===== config.mk =====
export PLATFORM = sky130hd
export DESIGN_NAME = bsa_sqrt_cell
export DESIGN_NICKNAME = d
export VERILOG_FILES = /design/src/rtl/assert_macros.svh /design/src/rtl/bsa_pkg.sv /design/src/rtl/bsa_sqrt_cell.sv
export SDC_FILE = /design/constraint.sdc
export NUM_CORES = 1
export LEC_CHECK = 0
export BUFFER_PORTS_ARGS = -buffer_cell sky130_fd_sc_hd__buf_2
export CAP_MARGIN = 40
export CORE_ASPECT_RATIO = 2
export CORE_MARGIN = 2
export CORE_UTILIZATION = 50
export CTS_CLUSTER_DIAMETER = 40
export DETAILED_ROUTE_END_ITERATION = 10
export GPL_TIMING_DRIVEN = 0
export PLACE_DENSITY_LB_ADDON = 0.05
export SLEW_MARGIN = 20
export SYNTH_ARGS = -nofsm -noshare
export SYNTH_HDL_FRONTEND = slang
export SYNTH_SLANG_ARGS = --single-unit
export TNS_END_PERCENT = 100

===== constraint.sdc =====
create_clock -name clk -period 1.9 [get_ports clk]
set_clock_uncertainty 0.15 [all_clocks]
set_input_delay 0.095 -clock clk [delete_from_list [all_inputs] [get_ports clk]]
set_output_delay 0.095 -clock clk [all_outputs]
set_load 0.01 [all_outputs]

===== src/rtl/assert_macros.svh =====
// ---------------------------------------------------------------------------
// assert_macros.svh
// Assertion macros shared by the RTL; they compile away under SYNTHESIS.
// ---------------------------------------------------------------------------
`ifndef ASSERT_MACROS_SVH
`define ASSERT_MACROS_SVH

`ifndef SYNTHESIS

// Same-cycle implication, checked at every rising edge out of reset
`define ASSERT_IMPLY(label, clk, rst_n, ante, cons, msg) \
    label: assert property (@(posedge clk) disable iff (!rst_n) (ante) |-> (cons)) \
        else $error(msg);

// Next-cycle implication, checked at every rising edge out of reset
`define ASSERT_NEXT(label, clk, rst_n, ante, cons, msg) \
    label: assert property (@(posedge clk) disable iff (!rst_n) (ante) |=> (cons)) \
        else $error(msg);

`else

`define ASSERT_IMPLY(label, clk, rst_n, ante, cons, msg)
`define ASSERT_NEXT(label, clk, rst_n, ante, cons, msg)

`endif

`endif


===== src/rtl/bsa_pkg.sv =====
// ---------------------------------------------------------------------------
// bsa_pkg
// Types, widths, constants and tables for the board square to arm angle block.
// ---------------------------------------------------------------------------
package bsa_pkg;

    // Field widths
    localparam int POS_W   = 16;   // signed position, 2^-16 m
    localparam int LEN_W   = 15;   // unsigned length register
    localparam int ANG_W   = 16;   // signed angle, 2^-13 rad
    localparam int IDX_W   = 3;    // file / rank index
    localparam int WP_W    = 3;    // waypoint code
    localparam int CFG_W   = 16;   // configuration data
    localparam int CFGI_W  = 3;    // configuration index

    // Square root datapath
    localparam int SQ_W    = 31;   // x*x, y*y
    localparam int NSUM_W  = 32;   // x*x + y*y
    localparam int RAD_W   = 48;   // (x*x + y*y) << 16
    localparam int ROOT_W  = RAD_W / 2;
    localparam int REM_W   = ROOT_W + 2;

    // CORDIC datapath
    localparam int CV_W    = 28;   // vector components, 2^-24 m
    localparam int CZ_W    = 34;   // angle accumulator, 2^-30 rad
    localparam int ATAN_STEPS       = 24;
    localparam int ANGLE_ITERATIONS = 16;
    localparam int CORDIC_STEPS =
        (ANGLE_ITERATIONS < ATAN_STEPS) ? ANGLE_ITERATIONS : ATAN_STEPS;
    localparam int STEP_W  = $clog2(ATAN_STEPS);

    localparam logic signed [CZ_W-1:0]  HALF_PI_Q30 = 34'sd1686629713;
    localparam logic signed [ANG_W-1:0] ELBOW_FIXED = 16'sd4096;

    // Waypoint codes
    localparam logic [WP_W-1:0] WP_LIFT_START = 3'd0;
    localparam logic [WP_W-1:0] WP_SOURCE     = 3'd1;
    localparam logic [WP_W-1:0] WP_LIFT_MID   = 3'd2;
    localparam logic [WP_W-1:0] WP_TARGET     = 3'd3;
    localparam logic [WP_W-1:0] WP_LIFT_END   = 3'd4;

    // Configuration register indexes
    typedef enum logic [CFGI_W-1:0] {
        REG_SQUARE_PITCH = 3'd0,
        REG_CORNER_X     = 3'd1,
        REG_CORNER_Y     = 3'd2,
        REG_GRIP_HEIGHT  = 3'd3,
        REG_LIFT_HEIGHT  = 3'd4,
        REG_WRIST_ROLL   = 3'd5,
        REG_WRIST_PITCH  = 3'd6,
        REG_WRIST_YAW    = 3'd7
    } cfg_reg_t;

    // Reset values of the configuration registers
    localparam logic [LEN_W-1:0]        RST_SQUARE_PITCH = 15'd3277;
    localparam logic signed [POS_W-1:0] RST_CORNER_X     = -16'sd14336;
    localparam logic signed [POS_W-1:0] RST_CORNER_Y     = -16'sd14336;
    localparam logic [LEN_W-1:0]        RST_GRIP_HEIGHT  = 15'd2032;
    localparam logic [LEN_W-1:0]        RST_LIFT_HEIGHT  = 15'd9830;
    localparam logic signed [ANG_W-1:0] RST_WRIST_ROLL   = 16'sd0;
    localparam logic signed [ANG_W-1:0] RST_WRIST_PITCH  = 16'sd12861;
    localparam logic signed [ANG_W-1:0] RST_WRIST_YAW    = 16'sd0;

    // Request on the input channel: one move
    typedef struct packed {
        logic [IDX_W-1:0] from_file;
        logic [IDX_W-1:0] from_rank;
        logic [IDX_W-1:0] to_file;
        logic [IDX_W-1:0] to_rank;
    } in_t;

    // Request on the output channel: one waypoint
    typedef struct packed {
        logic signed [ANG_W-1:0] base_angle;
        logic signed [ANG_W-1:0] shoulder_angle;
        logic signed [ANG_W-1:0] elbow_angle;
        logic signed [ANG_W-1:0] roll_out;
        logic signed [ANG_W-1:0] pitch_out;
        logic signed [ANG_W-1:0] yaw_out;
        logic [WP_W-1:0]         waypoint;
        logic                    last;
    } out_t;

    // Board geometry registers seen by the sequencer
    typedef struct packed {
        logic [LEN_W-1:0]        square_pitch;
        logic signed [POS_W-1:0] corner_x;
        logic signed [POS_W-1:0] corner_y;
        logic [LEN_W-1:0]        grip_height;
        logic [LEN_W-1:0]        lift_height;
    } geom_t;

    // Sequencer status
    typedef struct packed {
        logic            busy;
        logic [WP_W-1:0] cnt;
    } issue_stat_t;

    // One waypoint position
    typedef struct packed {
        logic signed [POS_W-1:0] x;
        logic signed [POS_W-1:0] y;
        logic [LEN_W-1:0]        z;
        logic [WP_W-1:0]         wp;
    } pt_t;

    // Square stage
    typedef struct packed {
        logic [SQ_W-1:0] xsq;
        logic [SQ_W-1:0] ysq;
        pt_t             pt;
    } sq_t;

    // Square root cell token
    typedef struct packed {
        logic [RAD_W-1:0]  rad;
        logic [REM_W-1:0]  rem;
        logic [ROOT_W-1:0] root;
        pt_t               pt;
    } sqrt_tok_t;

    // CORDIC cell token: base lane and shoulder lane
    typedef struct packed {
        logic signed [CV_W-1:0] bx;
        logic signed [CV_W-1:0] by;
        logic signed [CZ_W-1:0] bz;
        logic                   bzero;
        logic signed [CV_W-1:0] sx;
        logic signed [CV_W-1:0] sy;
        logic signed [CZ_W-1:0] sz;
        logic                   szero;
        logic [WP_W-1:0]        wp;
    } cordic_tok_t;

    // atan(2^-i) in 2^-30 rad, truncated
    function automatic logic signed [CZ_W-1:0] atan_q30(input logic [STEP_W-1:0] idx);
        logic signed [CZ_W-1:0] v;
        case (idx)
            5'd0:    v = 34'h0_3243F6A8;
            5'd1:    v = 34'h0_1DAC6705;
            5'd2:    v = 34'h0_0FADBAFC;
            5'd3:    v = 34'h0_07F56EA6;
            5'd4:    v = 34'h0_03FEAB76;
            5'd5:    v = 34'h0_01FFD55B;
            5'd6:    v = 34'h0_00FFFAAA;
            5'd7:    v = 34'h0_007FFF55;
            5'd8:    v = 34'h0_003FFFEA;
            5'd9:    v = 34'h0_001FFFFD;
            5'd10:   v = 34'h0_000FFFFF;
            5'd11:   v = 34'h0_0007FFFF;
            5'd12:   v = 34'h0_0003FFFF;
            5'd13:   v = 34'h0_0001FFFF;
            5'd14:   v = 34'h0_0000FFFF;
            5'd15:   v = 34'h0_00007FFF;
            5'd16:   v = 34'h0_00003FFF;
            5'd17:   v = 34'h0_00001FFF;
            5'd18:   v = 34'h0_00000FFF;
            5'd19:   v = 34'h0_000007FF;
            5'd20:   v = 34'h0_000003FF;
            5'd21:   v = 34'h0_000001FF;
            5'd22:   v = 34'h0_000000FF;
            5'd23:   v = 34'h0_0000007F;
            default: v = '0;
        endcase
        return v;
    endfunction

    // Round a 2^-30 rad angle to 2^-13 rad, halves away from zero
    function automatic logic signed [ANG_W-1:0] round_angle(input logic signed [CZ_W-1:0] z);
        logic signed [CZ_W:0] zw;
        logic [CZ_W:0]        mag;
        logic [CZ_W:0]        q;
        zw  = (CZ_W+1)'(z);
        mag = zw[CZ_W] ? (CZ_W+1)'(-zw) : (CZ_W+1)'(zw);
        q   = (mag + (CZ_W+1)'(65536)) >> 17;
        return zw[CZ_W] ? ANG_W'(-q) : ANG_W'(q);
    endfunction

endpackage


===== src/rtl/bsa_sqrt_cell.sv =====
// ---------------------------------------------------------------------------
// bsa_sqrt_cell
// One digit of the integer square root: brings in two radicand bits and
// settles one root bit, then hands the token to the next cell.
// ---------------------------------------------------------------------------
module bsa_sqrt_cell (
    input  logic               clk,
    input  logic               rst_n,
    input  logic               adv,
    input  logic               in_valid,
    input  bsa_pkg::sqrt_tok_t in_tok,
    output logic               out_valid,
    output bsa_pkg::sqrt_tok_t out_tok
);

    logic                          valid_reg;
    bsa_pkg::sqrt_tok_t            tok_reg, tok_next;
    logic [bsa_pkg::REM_W+1:0]     pair;
    logic [bsa_pkg::REM_W+1:0]     trial;

    // Try to subtract 4*root + 1 from the extended remainder
    always_comb
    begin
        tok_next    = in_tok;
        pair        = {in_tok.rem, in_tok.rad[bsa_pkg::RAD_W-1 -: 2]};
        trial       = {{(bsa_pkg::REM_W - bsa_pkg::ROOT_W){1'b0}}, in_tok.root, 2'b01};
        tok_next.rad = in_tok.rad << 2;
        if (pair >= trial)
        begin
            tok_next.rem  = bsa_pkg::REM_W'(pair - trial);
            tok_next.root = {in_tok.root[bsa_pkg::ROOT_W-2:0], 1'b1};
        end
        else
        begin
            tok_next.rem  = bsa_pkg::REM_W'(pair);
            tok_next.root = {in_tok.root[bsa_pkg::ROOT_W-2:0], 1'b0};
        end
    end

    // Advance the valid bit
    always_ff @(posedge clk or negedge rst_n)
    begin
        if (!rst_n)
        begin
            valid_reg <= 1'b0;
        end
        else if (adv)
        begin
            valid_reg <= in_valid;
        end
    end

    // Advance the token
    always_ff @(posedge clk)
    begin
        if (adv)
        begin
            tok_reg <= tok_next;
        end
    end

    assign out_valid = valid_reg;
    assign out_tok   = tok_reg;

endmodule


==> impl_results.md <==
- FF+latch area: between 4000 and 5000 sq um
- Via count: 5608
- FFs w/ async S/R, synth: less than 1%
- Initial antenna violation count: 0
- Iteration count of the initial detailed-routing pass: 5
- CP startpoint: in_tok[50]
- Footprint of the multi-input gates: between 2000 and 2500 sq um
- Placed cells: 868
- Max Slew Vio Count: 0
- CP Max Fanout: 4
- Total CTS buffers: 17
- EDFF count, synth: 146
- Max cap viols: 0
- Unique masters post-synth: 56
- Sequential share of power: between 40% and 50%
- Clock power share: around a third
- Top post-synthesis cells by area: edfxtp_1 (69%), ha_1 (5.1%), mux2_4 (3.8%), inv_1 (2.3%), a21oi_1 (1.9%)
- Filler cells: between 600 and 700
- Final setup vio count: 27
- First-pass GRT wire length: around 31000 microns
- Clk sink count: between 100 and 150
- Synthesized cell area: about 6400 sq um
- Min-delay src: in_tok[147]
- Kind of critical path: in2reg
- Total wire length: between 20000 and 25000 microns
- CTS root buf: clkbuf_16
- Vias in the first global route: 5900
- Iteration-0 DRC Markers: ~320
- Failing checks: setup timing
- Combinational Power Share: between 20% and 30%
- Post-synth top area cell: edfxtp_1
- Pin count of the biggest net entering global routing: 82
- Setup crit start kind: input pin
- Mapped Avg Cell Area: 15.3 sq um
- Post-synthesis adder-cell area fraction: 5.09%
- CP arrival: approximately 2.4 ns
- Net load switching power: between 0.002 and 0.003 W
- Leak pwr: between 4 and 5 nW
- Fin. Hold Viols: 0
- DPL Wire Length: around 13000 microns
- Die width: about 84 microns
- Total power draw: just over 0.009 W
- Largest family of logic cells by synthesized area: compound AO/OA/AOI/OAI gates
- I/O pins: approximately 300
- Clk Latency, worst-skew pair: 0.41 ns
- WP data required: ~1.9 ns
- WL per Instance: ~19 microns
- RR Startpoint: out_valid$_DFFE_PN0P_
- Hold crit path type: in2reg
- Clock-pin transition on the worst setup and hold timing paths: 0.07 ns
- Routed vias/inst: approximately 5.2
- Flops & latches, synth: 147
- DIE HEIGHT: around 160 microns
- Seq/Total Area, Yosys: about 69%
- Status: finished, violations left
- Power Dens Cells: roughly 860 nW/um^2
- Peak Freq: around 0.42 GHz
- Final worst setup slack: -0.466 ns
- Final min period: between 2 and 2.5 ns
- Final period util: 125%
- Mux contribution to synthesized area: between 5 and 6%
- Post-synthesis compound-gate area fraction: under 10%
- Simple logic cell fraction of the synthesized area: between 5 and 6%
- GRT Util Overall: roughly 29%
- Placer congestion estimate: 0.950
- Internal Power: 0.00675 W
- RSZ-0062 raised after global routing: true
- Effective utilization at floorplan: 50.9%
- H-tree Lvls: 4
- Top post-synthesis cells by count: edfxtp_1 (146), inv_1 (39), ha_1 (26), a21oi_1 (24), nor2_1 (19)
- Worst vdd ir: between 0.7 and 0.8 mV
- Yosys warning total: 0
- Core Rows: between 50 and 60
- DRC Markers: 0
- Worst slew margin: between 60 and 70%
- Crit path capture type: flop
- Fraction of layout instances using a drive strength above 1: a little under half
- Most common cell in the synthesized netlist: edfxtp_1
- CTS tree: built
- Worst-Margin Slew: 0.517 ns
- Core area: approximately 13000 sq um
- Final std cells w/o fill: around 1100
- Number of routed nets with antenna violations: 0
- Post-Synth XOR/XNOR Area: 2.74%
- Port bufs: 298
- Synth Instances: 418
- Full die area: between 10000 and 15000 sq um
- Dpl ws: -1.27 ns
- Congestion Overflow GR: 0
- Worst hold slack: approximately 0.09 ns
- Primary FF master, synth: edfxtp_1
- Synth top area share: 68.6%
- Area Overhead vs Synth: 69.5%
- Clock Tree Buf Depth: 2
- Switching share of power: around 27%
- Final #Nets: 1095
-- critical path: stages --
cell and delay, ns:
buf_12 0.09, inv_12 0.03, ha_4 0.27, buf_4 0.14, o211ai_1 0.13, a211oi_2 0.33
buf_4 0.18, buf_4 0.09, nor3_1 0.06, o31ai_2 0.42, a21o_1 0.23, xor2_1 0.09
mux2_4 0.26
-- path summary, 6_finish.rpt --
path | end | slack [ns] | depth (start not counted)
min in group asynchronous | out_valid$_DFFE_PN0P_ | 0.46 | 3
worst max register to register | out_valid$_DFFE_PN0P_ | 0.95 | 1
worst min-delay path | out_tok[75]$_DFFE_PP_ | 0.09 | 4
worst max-delay path | out_tok[93]$_DFFE_PP_ | -0.47 | 13
worst min register to register | out_valid$_DFFE_PN0P_ | 0.44 | 1
max in group asynchronous | out_valid$_DFFE_PN0P_ | 1.03 | 3
-- cells in the final DEF, fill, tap and decap left out, types with 4 or more instances in the layout --
cell	instances
a21o_1	13
a21oi_1	19
a21oi_2	5
buf_2	292
buf_4	31
buf_6	6
clkbuf_16	18
dlygate4sd3_1	149
edfxtp_1	146
ha_1	11
ha_4	13
inv_1	31
inv_2	5
inv_6	5
inv_8	5
mux2_4	20
nand2_1	14
nand3_1	5
nand4_1	4
nor2_1	19
nor3_1	5
o21ai_0	12
or3_1	4
xnor2_1	11
xor2_1	9
-- area by class of cell --
type / instances / area share (%)
sequential: 147 / 40.7
tap: 150 / 1.73
clock buffer: 17 / 3.92
buffer: 6 / 0.646
inverter: 40 / 1.71
timing repair buffer: 481 / 31.0
multi-input combinational: 224 / 19.0
clock inverter: 15 / 1.29
antenna: 1 / 0.0231
-- routing by layer --
layer	wire length, microns	vias up	track usage (%)
li1	-	2575	-
met5	0	-	0
met3	1170	53	6.48
met1	6760	2705	28.9
met2	12200	275	56.9
met4	702	0	13.1
-- metrics by stage --
step	utilization, %	setup TNS (ns)	instance area, sq um
floorplan	-	-18.35	6580
global placement	65.8	-178.71	8260
detailed placement	66.1	-30.89	8290
CTS	84.5	-12.04	10600
global route	86.3	-13.51	10800
finish	86.4	-10.97	10800
-- logic make-up after synthesis --
kind of cell    Yosys count
compound gates           85
xor+xnor                 20
fa+ha+maj                26
buf+inv                  48
flops                   147
mux                      25
other cells               1
simple gates             66
-- power by group through the flow --
stage                     clock [W]  combinational, W  sequential [W]
after floorplan                   0          0.000694         0.00425
after global placement            0           0.00153         0.00407
after detailed placement          0           0.00156         0.00408
after CTS                   0.00326           0.00191         0.00401
after global routing        0.00339           0.00219         0.00404
final                       0.00321           0.00206         0.00402
-- flip-flops by register name, summed over array words and instances (netlist names) --
register and flops:
out_tok 146, out_valid 1
-- timing repair --
action / in CTS / in global routing
endpoints found under the setup margin: 27 / 27
pin swaps: 14 / 13
hold endpoints to repair: 156 / 1
resized for setup: 34 / 30
setup buffers: 19 / 13
cloned: 1 / 1
hold buffers: 148 / 1
(Power assumes the default switching activity.)
