### config.mk
export PLATFORM = sky130hd
export DESIGN_NAME = bsa_issue
export DESIGN_NICKNAME = d
export VERILOG_FILES = /design/src/rtl/assert_macros.svh /design/src/rtl/bsa_pkg.sv /design/src/rtl/bsa_issue.sv
export SDC_FILE = /design/constraint.sdc
export NUM_CORES = 1
export LEC_CHECK = 0
export BUFFER_PORTS_ARGS = -buffer_cell sky130_fd_sc_hd__buf_2
export CAP_MARGIN = 20
export CORE_MARGIN = 5
export CORE_UTILIZATION = 57
export CTS_CLUSTER_SIZE = 20
export DETAILED_ROUTE_END_ITERATION = 12
export GPL_ROUTABILITY_DRIVEN = 0
export PLACE_DENSITY = 0.86
export SLEW_MARGIN = 20
export SYNTH_ARGS = -nofsm -noshare
export SYNTH_HDL_FRONTEND = slang
export SYNTH_SLANG_ARGS = --single-unit
### constraint.sdc
create_clock -name clk -period 7.6 [get_ports clk]
set_clock_uncertainty 0.05 [all_clocks]
set_input_delay 0.76 -clock clk [delete_from_list [all_inputs] [get_ports clk]]
set_output_delay 0.76 -clock clk [all_outputs]
set_load 0.05 [all_outputs]
### src/rtl/assert_macros.svh
// ---------------------------------------------------------------------------
// assert_macros.svh
// Assertion macros shared by the RTL; they compile away under SYNTHESIS.
// ---------------------------------------------------------------------------
`ifndef ASSERT_MACROS_SVH
`define ASSERT_MACROS_SVH

`ifndef SYNTHESIS

// Same-cycle implication, checked at every rising edge out of reset
`define ASSERT_IMPLY(label, clk, rst_n, ante, cons, msg) \
    label: assert property (@(posedge clk) disable iff (!rst_n) (ante) |-> (cons)) \
        else $error(msg);

// Next-cycle implication, checked at every rising edge out of reset
`define ASSERT_NEXT(label, clk, rst_n, ante, cons, msg) \
    label: assert property (@(posedge clk) disable iff (!rst_n) (ante) |=> (cons)) \
        else $error(msg);

`else

`define ASSERT_IMPLY(label, clk, rst_n, ante, cons, msg)
`define ASSERT_NEXT(label, clk, rst_n, ante, cons, msg)

`endif

`endif

### src/rtl/bsa_pkg.sv
// ---------------------------------------------------------------------------
// bsa_pkg
// Types, widths, constants and tables for the board square to arm angle block.
// ---------------------------------------------------------------------------
package bsa_pkg;

    // Field widths
    localparam int POS_W   = 16;   // signed position, 2^-16 m
    localparam int LEN_W   = 15;   // unsigned length register
    localparam int ANG_W   = 16;   // signed angle, 2^-13 rad
    localparam int IDX_W   = 3;    // file / rank index
    localparam int WP_W    = 3;    // waypoint code
    localparam int CFG_W   = 16;   // configuration data
    localparam int CFGI_W  = 3;    // configuration index

    // Square root datapath
    localparam int SQ_W    = 31;   // x*x, y*y
    localparam int NSUM_W  = 32;   // x*x + y*y
    localparam int RAD_W   = 48;   // (x*x + y*y) << 16
    localparam int ROOT_W  = RAD_W / 2;
    localparam int REM_W   = ROOT_W + 2;

    // CORDIC datapath
    localparam int CV_W    = 28;   // vector components, 2^-24 m
    localparam int CZ_W    = 34;   // angle accumulator, 2^-30 rad
    localparam int ATAN_STEPS       = 24;
    localparam int ANGLE_ITERATIONS = 16;
    localparam int CORDIC_STEPS =
        (ANGLE_ITERATIONS < ATAN_STEPS) ? ANGLE_ITERATIONS : ATAN_STEPS;
    localparam int STEP_W  = $clog2(ATAN_STEPS);

    localparam logic signed [CZ_W-1:0]  HALF_PI_Q30 = 34'sd1686629713;
    localparam logic signed [ANG_W-1:0] ELBOW_FIXED = 16'sd4096;

    // Waypoint codes
    localparam logic [WP_W-1:0] WP_LIFT_START = 3'd0;
    localparam logic [WP_W-1:0] WP_SOURCE     = 3'd1;
    localparam logic [WP_W-1:0] WP_LIFT_MID   = 3'd2;
    localparam logic [WP_W-1:0] WP_TARGET     = 3'd3;
    localparam logic [WP_W-1:0] WP_LIFT_END   = 3'd4;

    // Configuration register indexes
    typedef enum logic [CFGI_W-1:0] {
        REG_SQUARE_PITCH = 3'd0,
        REG_CORNER_X     = 3'd1,
        REG_CORNER_Y     = 3'd2,
        REG_GRIP_HEIGHT  = 3'd3,
        REG_LIFT_HEIGHT  = 3'd4,
        REG_WRIST_ROLL   = 3'd5,
        REG_WRIST_PITCH  = 3'd6,
        REG_WRIST_YAW    = 3'd7
    } cfg_reg_t;

    // Reset values of the configuration registers
    localparam logic [LEN_W-1:0]        RST_SQUARE_PITCH = 15'd3277;
    localparam logic signed [POS_W-1:0] RST_CORNER_X     = -16'sd14336;
    localparam logic signed [POS_W-1:0] RST_CORNER_Y     = -16'sd14336;
    localparam logic [LEN_W-1:0]        RST_GRIP_HEIGHT  = 15'd2032;
    localparam logic [LEN_W-1:0]        RST_LIFT_HEIGHT  = 15'd9830;
    localparam logic signed [ANG_W-1:0] RST_WRIST_ROLL   = 16'sd0;
    localparam logic signed [ANG_W-1:0] RST_WRIST_PITCH  = 16'sd12861;
    localparam logic signed [ANG_W-1:0] RST_WRIST_YAW    = 16'sd0;

    // Request on the input channel: one move
    typedef struct packed {
        logic [IDX_W-1:0] from_file;
        logic [IDX_W-1:0] from_rank;
        logic [IDX_W-1:0] to_file;
        logic [IDX_W-1:0] to_rank;
    } in_t;

    // Request on the output channel: one waypoint
    typedef struct packed {
        logic signed [ANG_W-1:0] base_angle;
        logic signed [ANG_W-1:0] shoulder_angle;
        logic signed [ANG_W-1:0] elbow_angle;
        logic signed [ANG_W-1:0] roll_out;
        logic signed [ANG_W-1:0] pitch_out;
        logic signed [ANG_W-1:0] yaw_out;
        logic [WP_W-1:0]         waypoint;
        logic                    last;
    } out_t;

    // Board geometry registers seen by the sequencer
    typedef struct packed {
        logic [LEN_W-1:0]        square_pitch;
        logic signed [POS_W-1:0] corner_x;
        logic signed [POS_W-1:0] corner_y;
        logic [LEN_W-1:0]        grip_height;
        logic [LEN_W-1:0]        lift_height;
    } geom_t;

    // Sequencer status
    typedef struct packed {
        logic            busy;
        logic [WP_W-1:0] cnt;
    } issue_stat_t;

    // One waypoint position
    typedef struct packed {
        logic signed [POS_W-1:0] x;
        logic signed [POS_W-1:0] y;
        logic [LEN_W-1:0]        z;
        logic [WP_W-1:0]         wp;
    } pt_t;

    // Square stage
    typedef struct packed {
        logic [SQ_W-1:0] xsq;
        logic [SQ_W-1:0] ysq;
        pt_t             pt;
    } sq_t;

    // Square root cell token
    typedef struct packed {
        logic [RAD_W-1:0]  rad;
        logic [REM_W-1:0]  rem;
        logic [ROOT_W-1:0] root;
        pt_t               pt;
    } sqrt_tok_t;

    // CORDIC cell token: base lane and shoulder lane
    typedef struct packed {
        logic signed [CV_W-1:0] bx;
        logic signed [CV_W-1:0] by;
        logic signed [CZ_W-1:0] bz;
        logic                   bzero;
        logic signed [CV_W-1:0] sx;
        logic signed [CV_W-1:0] sy;
        logic signed [CZ_W-1:0] sz;
        logic                   szero;
        logic [WP_W-1:0]        wp;
    } cordic_tok_t;

    // atan(2^-i) in 2^-30 rad, truncated
    function automatic logic signed [CZ_W-1:0] atan_q30(input logic [STEP_W-1:0] idx);
        logic signed [CZ_W-1:0] v;
        case (idx)
            5'd0:    v = 34'h0_3243F6A8;
            5'd1:    v = 34'h0_1DAC6705;
            5'd2:    v = 34'h0_0FADBAFC;
            5'd3:    v = 34'h0_07F56EA6;
            5'd4:    v = 34'h0_03FEAB76;
            5'd5:    v = 34'h0_01FFD55B;
            5'd6:    v = 34'h0_00FFFAAA;
            5'd7:    v = 34'h0_007FFF55;
            5'd8:    v = 34'h0_003FFFEA;
            5'd9:    v = 34'h0_001FFFFD;
            5'd10:   v = 34'h0_000FFFFF;
            5'd11:   v = 34'h0_0007FFFF;
            5'd12:   v = 34'h0_0003FFFF;
            5'd13:   v = 34'h0_0001FFFF;
            5'd14:   v = 34'h0_0000FFFF;
            5'd15:   v = 34'h0_00007FFF;
            5'd16:   v = 34'h0_00003FFF;
            5'd17:   v = 34'h0_00001FFF;
            5'd18:   v = 34'h0_00000FFF;
            5'd19:   v = 34'h0_000007FF;
            5'd20:   v = 34'h0_000003FF;
            5'd21:   v = 34'h0_000001FF;
            5'd22:   v = 34'h0_000000FF;
            5'd23:   v = 34'h0_0000007F;
            default: v = '0;
        endcase
        return v;
    endfunction

    // Round a 2^-30 rad angle to 2^-13 rad, halves away from zero
    function automatic logic signed [ANG_W-1:0] round_angle(input logic signed [CZ_W-1:0] z);
        logic signed [CZ_W:0] zw;
        logic [CZ_W:0]        mag;
        logic [CZ_W:0]        q;
        zw  = (CZ_W+1)'(z);
        mag = zw[CZ_W] ? (CZ_W+1)'(-zw) : (CZ_W+1)'(zw);
        q   = (mag + (CZ_W+1)'(65536)) >> 17;
        return zw[CZ_W] ? ANG_W'(-q) : ANG_W'(q);
    endfunction

endpackage

### src/rtl/bsa_issue.sv
// ---------------------------------------------------------------------------
// bsa_issue
// Holds one move and issues its five waypoint positions, one per cycle while the pipeline advances.
// ---------------------------------------------------------------------------
module bsa_issue (
    input  logic                 clk,
    input  logic                 rst_n,
    input  logic                 adv,
    input  bsa_pkg::geom_t       geom,
    input  logic                 in_valid,
    output logic                 in_stall,
    input  bsa_pkg::in_t         in_data,
    output logic                 pt_valid,
    output bsa_pkg::pt_t         pt,
    output bsa_pkg::issue_stat_t stat
);

    logic                        busy_reg, busy_next;
    logic [bsa_pkg::WP_W-1:0]    cnt_reg, cnt_next;
    bsa_pkg::in_t                move_reg;
    logic                        pt_valid_reg;
    bsa_pkg::pt_t                pt_reg, pt_next;
    logic                        last_issue;
    logic                        accept;
    logic [bsa_pkg::IDX_W-1:0]   file_sel, rank_sel;
    logic [17:0]                 prod_x, prod_y;
    logic signed [18:0]          sum_x, sum_y;
    logic signed [bsa_pkg::POS_W-1:0] sat_x, sat_y;

    // Take a new move when idle or in the cycle the last waypoint of the old one goes out
    always_comb
    begin
        last_issue = busy_reg && (cnt_reg == bsa_pkg::WP_LIFT_END) && adv;
        in_stall   = busy_reg && !last_issue;
        accept     = in_valid && !in_stall;

        busy_next = busy_reg;
        cnt_next  = cnt_reg;
        if (busy_reg && adv)
        begin
            cnt_next = cnt_reg + 3'd1;
        end
        if (last_issue)
        begin
            busy_next = 1'b0;
        end
        if (accept)
        begin
            busy_next = 1'b1;
            cnt_next  = bsa_pkg::WP_LIFT_START;
        end
    end

    // Square centre of the current waypoint, saturated to 16 bits
    always_comb
    begin
        if (cnt_reg == bsa_pkg::WP_TARGET)
        begin
            file_sel = move_reg.to_file;
            rank_sel = move_reg.to_rank;
        end
        else
        begin
            file_sel = move_reg.from_file;
            rank_sel = move_reg.from_rank;
        end
        prod_x = 18'(file_sel) * 18'(geom.square_pitch);
        prod_y = 18'(rank_sel) * 18'(geom.square_pitch);
        sum_x  = 19'(geom.corner_x) + signed'({1'b0, prod_x});
        sum_y  = 19'(geom.corner_y) + signed'({1'b0, prod_y});

        if (sum_x > 19'sd32767)
            sat_x = 16'sh7FFF;
        else if (sum_x < -19'sd32768)
            sat_x = 16'sh8000;
        else
            sat_x = sum_x[15:0];

        if (sum_y > 19'sd32767)
            sat_y = 16'sh7FFF;
        else if (sum_y < -19'sd32768)
            sat_y = 16'sh8000;
        else
            sat_y = sum_y[15:0];
    end

    // Pick lift pose or square position
    always_comb
    begin
        pt_next.wp = cnt_reg;
        unique case (cnt_reg)
            bsa_pkg::WP_SOURCE, bsa_pkg::WP_TARGET:
            begin
                pt_next.x = sat_x;
                pt_next.y = sat_y;
                pt_next.z = geom.grip_height;
            end
            default:
            begin
                pt_next.x = '0;
                pt_next.y = '0;
                pt_next.z = geom.lift_height;
            end
        endcase
    end

    // Control registers
    always_ff @(posedge clk or negedge rst_n)
    begin
        if (!rst_n)
        begin
            busy_reg     <= 1'b0;
            cnt_reg      <= bsa_pkg::WP_LIFT_START;
            pt_valid_reg <= 1'b0;
        end
        else
        begin
            busy_reg <= busy_next;
            cnt_reg  <= cnt_next;
            if (adv)
            begin
                pt_valid_reg <= busy_reg;
            end
        end
    end

    // Payload registers
    always_ff @(posedge clk)
    begin
        if (accept)
        begin
            move_reg <= in_data;
        end
        if (adv)
        begin
            pt_reg <= pt_next;
        end
    end

    assign pt_valid  = pt_valid_reg;
    assign pt        = pt_reg;
    assign stat.busy = busy_reg;
    assign stat.cnt  = cnt_reg;

endmodule

==> results.json, run 1 <==
{
  "run_status": "finished clean",
  "largest_reg_flops": 50,
  "synth_cell_types": 65,
  "synthArstFlopShare": 0.07463,
  "fin_tns_setup_ns": 0,
  "start_kind": "register",
  "worst_pin_slew_ns": 0.7644,
  "vias": 6166,
  "power_frac_seq": 0.163,
  "power.leakage_nw": 3.892,
  "grt_setup_unrepaired": "false",
  "postCtsSetupBuffers": 0,
  "cts_tree": "done",
  "synth_top_family_by_area": "adder cells",
  "cts_sinks": 67,
  "synth_area_leaders": "edfxtp_1 26%, ha_1 13%, fa_1 8.5%",
  "ant_nets": 0,
  "synth_nets": 990,
  "first_pass_iters": 5,
  "drive_gt1_frac": 0.1994,
  "first_global_vias": 5793,
  "clock-root-buffer": "clkbuf_16",
  "dieArea_um2": 14750,
  "post-dp-hpwl_mm": 13.22,
  "ys_ff_latch": 67,
  "critPathKind": "reg2reg",
  "cellPowerDensity_nw_per_um2": 459.9,
  "clock.fmax_ghz": 0.1495,
  "area_growth_syn_to_layout_pct": 15.46,
  "yosysSeqAreaShare": 0.2807,
  "fin_crit_ns": 6.688,
  "finalCritPeriodShare": 0.8800,
  "synth_common_cells": "131 x nand2_1, 74 x ha_1, 63 x inv_1",
  "clk_pin_slew_worst_paths_ns": 0.05,
  "ys_warn_count": 0,
  "antenna_found_initial": 4,
  "cts-htree-levels": 3,
  "core_area_um2": 12110,
  "die_x_um": 121.4,
  "vdd_drop_max_mv": 0.1910,
  "viasPerCell": 5.595,
  "cts-buffers-inserted": 9,
  "post_cts_resized": 0,
  "comb_power_share": 0.741,
  "synthAdderAreaFrac": 0.2156,
  "power_switching_w": 0.001972,
  "cts_buffer_depth": 2,
  "hold_viol": 0,
  "intPower_w": 0.001788,
  "setup_violations": 0,
  "endpoint_kind": "register",
  "grt_max_degree": 59,
  "syn_inst": 793,
  "dieHeight_um": 121.4,
  "pin_count": 149,
  "synthMuxAreaShare": 0.01255,
  "synth_top_cell_by_area": "edfxtp_1",
  "synth-xor-area-share": 0.06045,
  "clockPowerShare": 0.096,
  "ys.flop_type": "edfxtp_1",
  "wl_per_cell_um": 15.03,
  "drv_slew": 0,
  "grt_use_total": 0.2268,
  "grt_pass1_wl_mm": 27.32,
  "crit_path_max_fanout": 15,
  "drv_cap": 0,
  "swShare": 0.5245,
  "drc": 0,
  "synth_edf_count": 62,
  "drt_wl_total_mm": 16.56,
  "cp.arrival_ns": 6.73,
  "power.total_w": 0.003759,
  "holdCritPathClass": "in2async",
  "yosysMostFrequentCell": "nand2_1",
  "grt-ovfl-total": 0,
  "syn_area_um2": 7079,
  "cts_hold_buf": 0,
  "synth-simple-area-share": 0.1849,
  "io_buffers": 148,
  "synth-compound-area-share": 0.1895,
  "nets": 1125,
  "drtIter0Drc": 527,
  "initial_core_util": 0.5845,
  "max-slew-margin-rel": 0.4888,
  "cp.required_ns": 7.65,
  "yosys.area.top_type_share": 0.2630,
  "insertion_delay_ns": 0.33,
  "rows": 40,
  "syn_area_per_cell_um2": 8.927
}
==> final timing paths <==
path / startpoint / endpoint / slack [ns] / cells past startpoint
worst max register to register: cnt_reg[2] / pt[37] / 0.91 / 21
worst min register to register: pt_valid / pt_valid / 0.46 / 1
max in group asynchronous: rst_n / cnt_reg[0] / 7.18 / 1
worst min-delay path: rst_n / busy_reg / 0.19 / 1
min in group clk: pt_valid / pt_valid / 0.46 / 1
worst max-delay path: cnt_reg[2] / pt[37] / 0.91 / 21
==> area by class of cell <==
cell class,instances,area (um^2)
clock buffers,13,240.2
inverters,63,236.5
diodes,1,2.502
well taps,168,210.2
clock inverters,3,15.01
fillers,1013,3938
multi-input cells,634,4705
repair buffers,153,778.2
flip-flops and latches,67,1987
==> routing by layer <==
layer / part of all wire / track usage / vias to the layer above
met5: 0.0020 / 0 / -
met4: 0.021 / 0.07493 / 6
met1: 0.44 / 0.3039 / 2851
met2: 0.46 / 0.3737 / 196
li1: - / - / 3081
met3: 0.075 / 0.03823 / 32
==> power by group through the flow <==
stage | sequential (W) | combinational, W | clock, W
3_5_place_dp | 0.000620 | 0.00275 | 0
6_report | 0.000614 | 0.00279 | 0.000359
2_1_floorplan | 0.000968 | 0.00189 | 0
5_1_grt | 0.000625 | 0.00307 | 0.000378
3_3_place_gp | 0.000617 | 0.00270 | 0
4_1_cts | 0.000614 | 0.00277 | 0.000362
==> layout by cell type, fill, tap and decap left out, types with 11 or more instances in the layout <==
| master | netlist | routed |
|---|---|---|
| xor2_1 | 17 | 17 |
| nor2_1 | 36 | 36 |
| inv_1 | 63 | 63 |
| buf_2 | 3 | 148 |
| a211oi_1 | 20 | 20 |
| edfxtp_1 | 62 | 62 |
| o21a_1 | 13 | 13 |
| nand3_1 | 18 | 18 |
| fa_1 | 30 | 30 |
| nand2b_1 | 12 | 12 |
| a21o_1 | 15 | 15 |
| o21ai_0 | 27 | 27 |
| o31ai_1 | 13 | 13 |
| a21oi_1 | 50 | 49 |
| nand2_1 | 131 | 131 |
| xnor2_1 | 30 | 30 |
| o21bai_1 | 11 | 11 |
| o22ai_1 | 12 | 12 |
| ha_1 | 74 | 74 |
| and2_1 | 35 | 35 |
==> logic make-up after synthesis <==
logic type               count (synthesis)
adder cells (fa/ha/maj)                104
flip-flops                              67
multiplexers                             8
AND/OR/NAND/NOR                        275
XOR/XNOR                                48
buffers and inverters                   92
AO/OA/AOI/OAI                          199
==> critical path, stage by stage (launching register included) <==
cell,delay [ns]
dfrtp_1,0.43
inv_1,0.16
ha_1,0.43
mux2_2,0.51
and2_1,0.22
fa_1,0.48
ha_1,0.26
or4_1,0.55
a211o_1,0.30
a31oi_1,0.30
nor2b_1,0.09
nor2_1,0.12
xnor2_1,0.13
ha_1,0.35
a211oi_1,0.26
o21ai_0,0.12
a211oi_1,0.23
o31ai_1,0.14
a31oi_1,0.22
xor2_1,0.37
a31oi_2,0.24
o41ai_1,0.50
==> metrics by stage <==
| stage | worst slack [ns] | instance area, um^2 | utilization | hold WS (ns) | std cells |
|---|---|---|---|---|---|
| finish | 0.9121 | 8174 | 0.6749 | 0.1884 | 1102 |
| global route | 0.4033 | 8174 | 0.6749 | 0.1830 | 1102 |
| CTS | 0.9724 | 8172 | 0.6747 | 0.1809 | 1101 |
| detailed placement | 1.091 | 7916 | 0.6536 | 0.4453 | 1085 |
| global placement | 1.233 | 7916 | 0.6536 | 0.4354 | 1085 |
| floorplan | 1.597 | 7079 | - | 0.4144 | 793 |
(Power assumes the default switching activity.)
==> inputs of run 2 (changes only) <==
Settings changed: BUFFER_PORTS_ARGS -buffer_cell sky130_fd_sc_hd__buf_2 to not set, CORE_UTILIZATION 57 to 60, DONT_BUFFER_PORTS set to 1, PLACE_DENSITY 0.86 to 0.79.
==> run 2 against run 1 <==
Die area is 4.6% lower. Largest cell class unchanged. First-iteration DRC count down 10%. Clock power grew 24%.
==> results.json, run 2 (synthesized netlist as in run 1, its figures left out) <==
{
  "first_global_vias": 5675,
  "cp.required_ns": 7.60,
  "design_area_um2": 7485,
  "postCtsSetupBuffers": 0,
  "clockPowerShare": 0.118,
  "fill_cells": 946,
  "grt_use_total": 0.2339,
  "worst_pin_slew_ns": 0.7592,
  "worst-path-buf-inv": 0,
  "clock-root-buffer": "clkbuf_16",
  "cts_buffer_depth": 2,
  "dp.cells": 911,
  "post-route-util": 0.6499,
  "area_growth_syn_to_layout_pct": 5.726,
  "drv_slew": 0,
  "comb_power_share": 0.616,
  "holdCritPathClass": "in2async",
  "drive_gt1_frac": 0.05605,
  "endpoint_kind": "register",
  "critPathMaxStageDelay_ns": 0.64,
  "n_antenna_cell": 0,
  "ant_nets": 0,
  "cellPowerDensity_nw_per_um2": 504.9,
  "antenna_found_initial": 0,
  "grt-ovfl-total": 0,
  "fin_crit_ns": 6.853,
  "critPathKind": "reg2reg",
  "drv_cap": 0,
  "cp.arrival_ns": 6.85,
  "die_x_um": 118.6,
  "drtIter0Drc": 473,
  "intPower_w": 0.001798,
  "insertion_delay_ns": 0.34,
  "hold_viol": 0,
  "final_cell_count_no_fill": 928,
  "viasPerCell": 6.306,
  "setup_violations": 0,
  "critical_path.top_delay_family": "compound AO/OA/AOI/OAI gates",
  "holdWs_ns": 0.06122,
  "io_buffers": 0,
  "post_cts_resized": 0,
  "dieHeight_um": 118.6,
  "swShare": 0.5243,
  "initial_core_util": 0.6147,
  "drc": 0,
  "first_pass_iters": 5,
  "run_status": "finished clean",
  "cts-buffers-inserted": 9,
  "power_switching_w": 0.001981,
  "crit_top_cell": "ha_1",
  "layout_common_cells": "131 x nand2_1, 74 x ha_1, 63 x inv_1",
  "grt_max_degree": 59,
  "power.leakage_nw": 3.336,
  "worst_path_max_delay_cell": "a31oi_2",
  "place_area_um2": 7137,
  "power_frac_seq": 0.266,
  "post-dp-hpwl_mm": 13.33,
  "clock.fmax_ghz": 0.1459,
  "drt_wl_total_mm": 16.90,
  "largest_reg_flops": 50,
  "fin_tns_setup_ns": 0,
  "finalCritPeriodShare": 0.9018,
  "cts_hold_buf": 0,
  "wl_per_cell_um": 18.21,
  "grt_setup_unrepaired": "false",
  "clk_pin_slew_worst_paths_ns": 0.06,
  "cts_sinks": 67,
  "crit_path_max_fanout": 15,
  "start_kind": "register",
  "final_common_cell": "nand2_1",
  "rows": 39,
  "cts-htree-levels": 3,
  "vias": 5852,
  "dieArea_um2": 14070,
  "cts_tree": "done",
  "path_cells": "ha_1 -> ha_1 -> mux2_2 -> and2_1 -> fa_1 -> ha_1 -> or4_1 -> a211o_1 -> a31oi_1 -> nor2b_1 -> nor2_1 -> xnor2_1 -> ha_1 -> a211oi_1 -> o21ai_0 -> a211oi_1 -> o31ai_1 -> a31oi_1 -> xor2_1 -> a31oi_2 -> o31ai_1",
  "pin_count": 149,
  "vdd_drop_max_mv": 0.1980,
  "grt_pass1_wl_mm": 27.09,
  "nets": 977,
  "max-slew-margin-rel": 0.4923,
  "core_area_um2": 11520
}
[run 2: cell count changes in the layout (fill, tap and decap cells not counted), moves of 2 or more]
cell and change:
dfrtp_2 +2, dfrtp_1 -2, clkbuf_1 -4, buf_2 -148, clkinv_4 +2, bufinv_16 +2
[run 2: layer usage]
metal	part of all wire	vias up	global-route usage	wire (um)
li1	-	2783	-	-
met1	0.40	2796	0.2754	6744
met2	0.50	235	0.4107	8375
met3	0.077	38	0.06160	1308
met4	0.028	0	0.08545	470
met5	0	-	0	0
[run 2: layout make-up]
type | count | area, um^2 | share of cell area
clock buffers | 9 | 225.2 | 0.03009
clock inverters | 7 | 92.59 | 0.01237
inverters | 63 | 236.5 | 0.03159
multi-input cells | 634 | 4705 | 0.6286
flip-flops and latches | 67 | 1989 | 0.2658
well taps | 143 | 178.9 | 0.02391
repair buffers | 5 | 57.56 | 0.007690
[run 2: power by group through the flow]
stage	combinational, W	clock [W]	sequential, W
floorplan	0.00189	0	0.000968
global placement	0.00216	0	0.00101
detailed placement	0.00226	0	0.00101
CTS	0.00228	0.000448	0.00101
global route	0.00257	0.000461	0.00102
finish	0.00233	0.000444	0.00101
[run 2: path summary, 6_finish.rpt]
kind | startpoint | end | slack, ns | cells after the start
worst max-delay path | cnt_reg[1] | pt[39] | 0.75 | 21
worst min-delay path | rst_n | cnt_reg[2] | 0.06 | 0
worst max register to register | cnt_reg[1] | pt[39] | 0.75 | 21
worst min register to register | cnt_reg[0] | pt[0] | 0.65 | 1
max in group asynchronous | rst_n | cnt_reg[1] | 7.36 | 0
min in group clk | in_valid | cnt_reg[2] | 0.47 | 1
[run 2: worst register-to-register path, delay by kind of cell, from the launching register on]
kind | cells | cell delay, ns
AOI/OAI and AO/OA | 9 | 2.44
adders and majority gates | 5 | 1.72
and+or+nand+nor | 4 | 0.99
DFF | 1 | 0.55
muxes | 1 | 0.51
xor gates and xnor gates | 2 | 0.30
[run 2: stage by stage]
step / setup slack [ns] / total power (W)
2_1_floorplan: 1.597 / 0.002860
3_3_place_gp: 0.8898 / 0.003169
3_5_place_dp: 0.6443 / 0.003277
4_1_cts: 0.5978 / 0.003737
5_1_grt: 0.1959 / 0.004050
6_report: 0.7466 / 0.003779
==> inputs of run 3 (changes only) <==
Settings changed: MAX_ROUTING_LAYER set to met4.
==> run 3 against run 2 <==
Die area stayed put. Combinational power hardly changed. Non-clock buffer count stayed put. Clock-buffer cell count stayed put. Via count is 0.27% higher. Clock power hardly changed. Register-to-register slack hardly changed. Sequential power hardly changed. Global-route usage is 0.66 points higher. Wire length hardly changed. Fmax hardly changed. Critical path type unchanged. Critical endpoint unchanged. Largest cell class unchanged. Largest power group unchanged.
==> results.json, run 3 (synthesized netlist as in run 1, its figures left out) <==
{
  "grt_pass1_wl_mm": 27.07,
  "drt_wl_total_mm": 16.90,
  "endpoint_kind": "register",
  "finalCritPeriodShare": 0.9017,
  "max-slew-margin-rel": 0.4942,
  "grt_max_degree": 59,
  "grt_use_met2": 0.4110,
  "holdCritPathClass": "in2async",
  "grt-busiest-layer": "met2",
  "drv_cap": 0,
  "final_cell_count_no_fill": 928,
  "cts-buffers-inserted": 9,
  "hold_viol": 0,
  "dp.cells": 911,
  "cellPowerDensity_nw_per_um2": 504.6,
  "drc": 0,
  "drive_gt1_frac": 0.05605,
  "post-dp-hpwl_mm": 13.33,
  "dieHeight_um": 118.6,
  "first_global_vias": 5665,
  "critPathKind": "reg2reg",
  "clk_pin_slew_worst_paths_ns": 0.06,
  "cts_buffer_depth": 2,
  "die_x_um": 118.6,
  "start_kind": "register",
  "rows": 39,
  "cp.required_ns": 7.60,
  "cp.arrival_ns": 6.85,
  "first_pass_iters": 5,
  "place_area_um2": 7137,
  "fin_crit_ns": 6.853,
  "final_common_cell": "nand2_1",
  "layout_common_cells": "131 x nand2_1, 74 x ha_1, 63 x inv_1",
  "dieArea_um2": 14070,
  "ant_nets": 0,
  "setup_violations": 0,
  "place_ws_ns": 0.6443,
  "viasPerCell": 6.323,
  "nets": 977,
  "grt_setup_unrepaired": "false",
  "run_status": "finished clean",
  "antenna_found_initial": 0,
  "drv_slew": 0,
  "vias": 5868,
  "worst_pin_slew_ns": 0.7563,
  "layout_setup_ws_ns": 0.7469,
  "clock.fmax_ghz": 0.1459,
  "design_area_um2": 7485,
  "cts_tree": "done",
  "grt_use_total": 0.2405,
  "wl_per_cell_um": 18.21,
  "initial_core_util": 0.6147,
  "crit_path_max_fanout": 15,
  "n_antenna_cell": 0,
  "clock-root-buffer": "clkbuf_16",
  "fill_cells": 946,
  "grtUsageMet3": 0.06017,
  "cts_sinks": 67,
  "largest_reg_flops": 50,
  "drtIter0Drc": 472,
  "grt_util_met1": 0.2748,
  "grt-ovfl-total": 0,
  "core_area_um2": 11520,
  "vdd_drop_max_mv": 0.1985,
  "insertion_delay_ns": 0.34,
  "holdWs_ns": 0.06065,
  "area_growth_syn_to_layout_pct": 5.726,
  "io_buffers": 0,
  "power.leakage_nw": 3.336,
  "postCtsSetupBuffers": 0,
  "fin_tns_setup_ns": 0,
  "pin_count": 149,
  "cts-htree-levels": 3
}
## run 3: cell counts in the layout (fill, tap and decap cells not counted)
Identical to the previous run, type by type.
## run 3: routing by layer
metal	share of wire	wire length [um]
met1	0.40	6816
met2	0.50	8376
met3	0.075	1264
met4	0.026	443
met5	0	0
## run 3: report_power, final
part | internal [W] | switching [W] | total (W)
logic | 0.000925 | 0.00140 | 0.00233
clock network | 0.000286 | 0.000159 | 0.000445
registers | 0.000587 | 0.000420 | 0.00101
## run 3: stage by stage
stage,utilization,total power [W]
after floorplan,-,0.002860
after global placement,0.6197,0.003169
after detailed placement,0.6197,0.003277
after CTS,0.6473,0.003737
after global routing,0.6499,0.004049
final,0.6499,0.003777
## run 3: worst max-delay path, cell delays in order, from the launching register on
cell and delay (ns):
dfrtp_2 0.55, ha_1 0.22, ha_1 0.41, mux2_2 0.51, and2_1 0.22, fa_1 0.48
ha_1 0.26, or4_1 0.56, a211o_1 0.31, a31oi_1 0.32, nor2b_1 0.08, nor2_1 0.12
xnor2_1 0.14, ha_1 0.35, a211oi_1 0.26, o21ai_0 0.12, a211oi_1 0.25, o31ai_1 0.14
a31oi_1 0.21, xor2_1 0.16, a31oi_2 0.64, o31ai_1 0.19
## run 3: cell type report
cell class,instances,area (um^2),area share
clock inverters,7,92.59,0.01237
flip-flops and latches,67,1989,0.2658
clock buffers,9,225.2,0.03009
inverters,63,236.5,0.03159
well taps,143,178.9,0.02391
repair buffers,5,57.56,0.007690
multi-input cells,634,4705,0.6286
## run 3: worst paths after layout
| path | start | endpoint | slack [ns] | cells after the start |
|---|---|---|---|---|
| hold / removal | rst_n | cnt_reg[2] | 0.06 | 0 |
| hold reg to reg | cnt_reg[0] | pt[0] | 0.65 | 1 |
| min in group clk | in_valid | cnt_reg[2] | 0.46 | 1 |
| setup reg to reg | cnt_reg[1] | pt[39] | 0.75 | 21 |
| max in group asynchronous | rst_n | cnt_reg[1] | 7.36 | 0 |
| setup / recovery | cnt_reg[1] | pt[39] | 0.75 | 21 |
## run 3: timing repair
item / CTS / global route
setup endpoints to repair: 0 / 1
hold endpoints to repair: 0 / 0
gates resized for setup: 0 / 2
hold buffers: 0 / 0
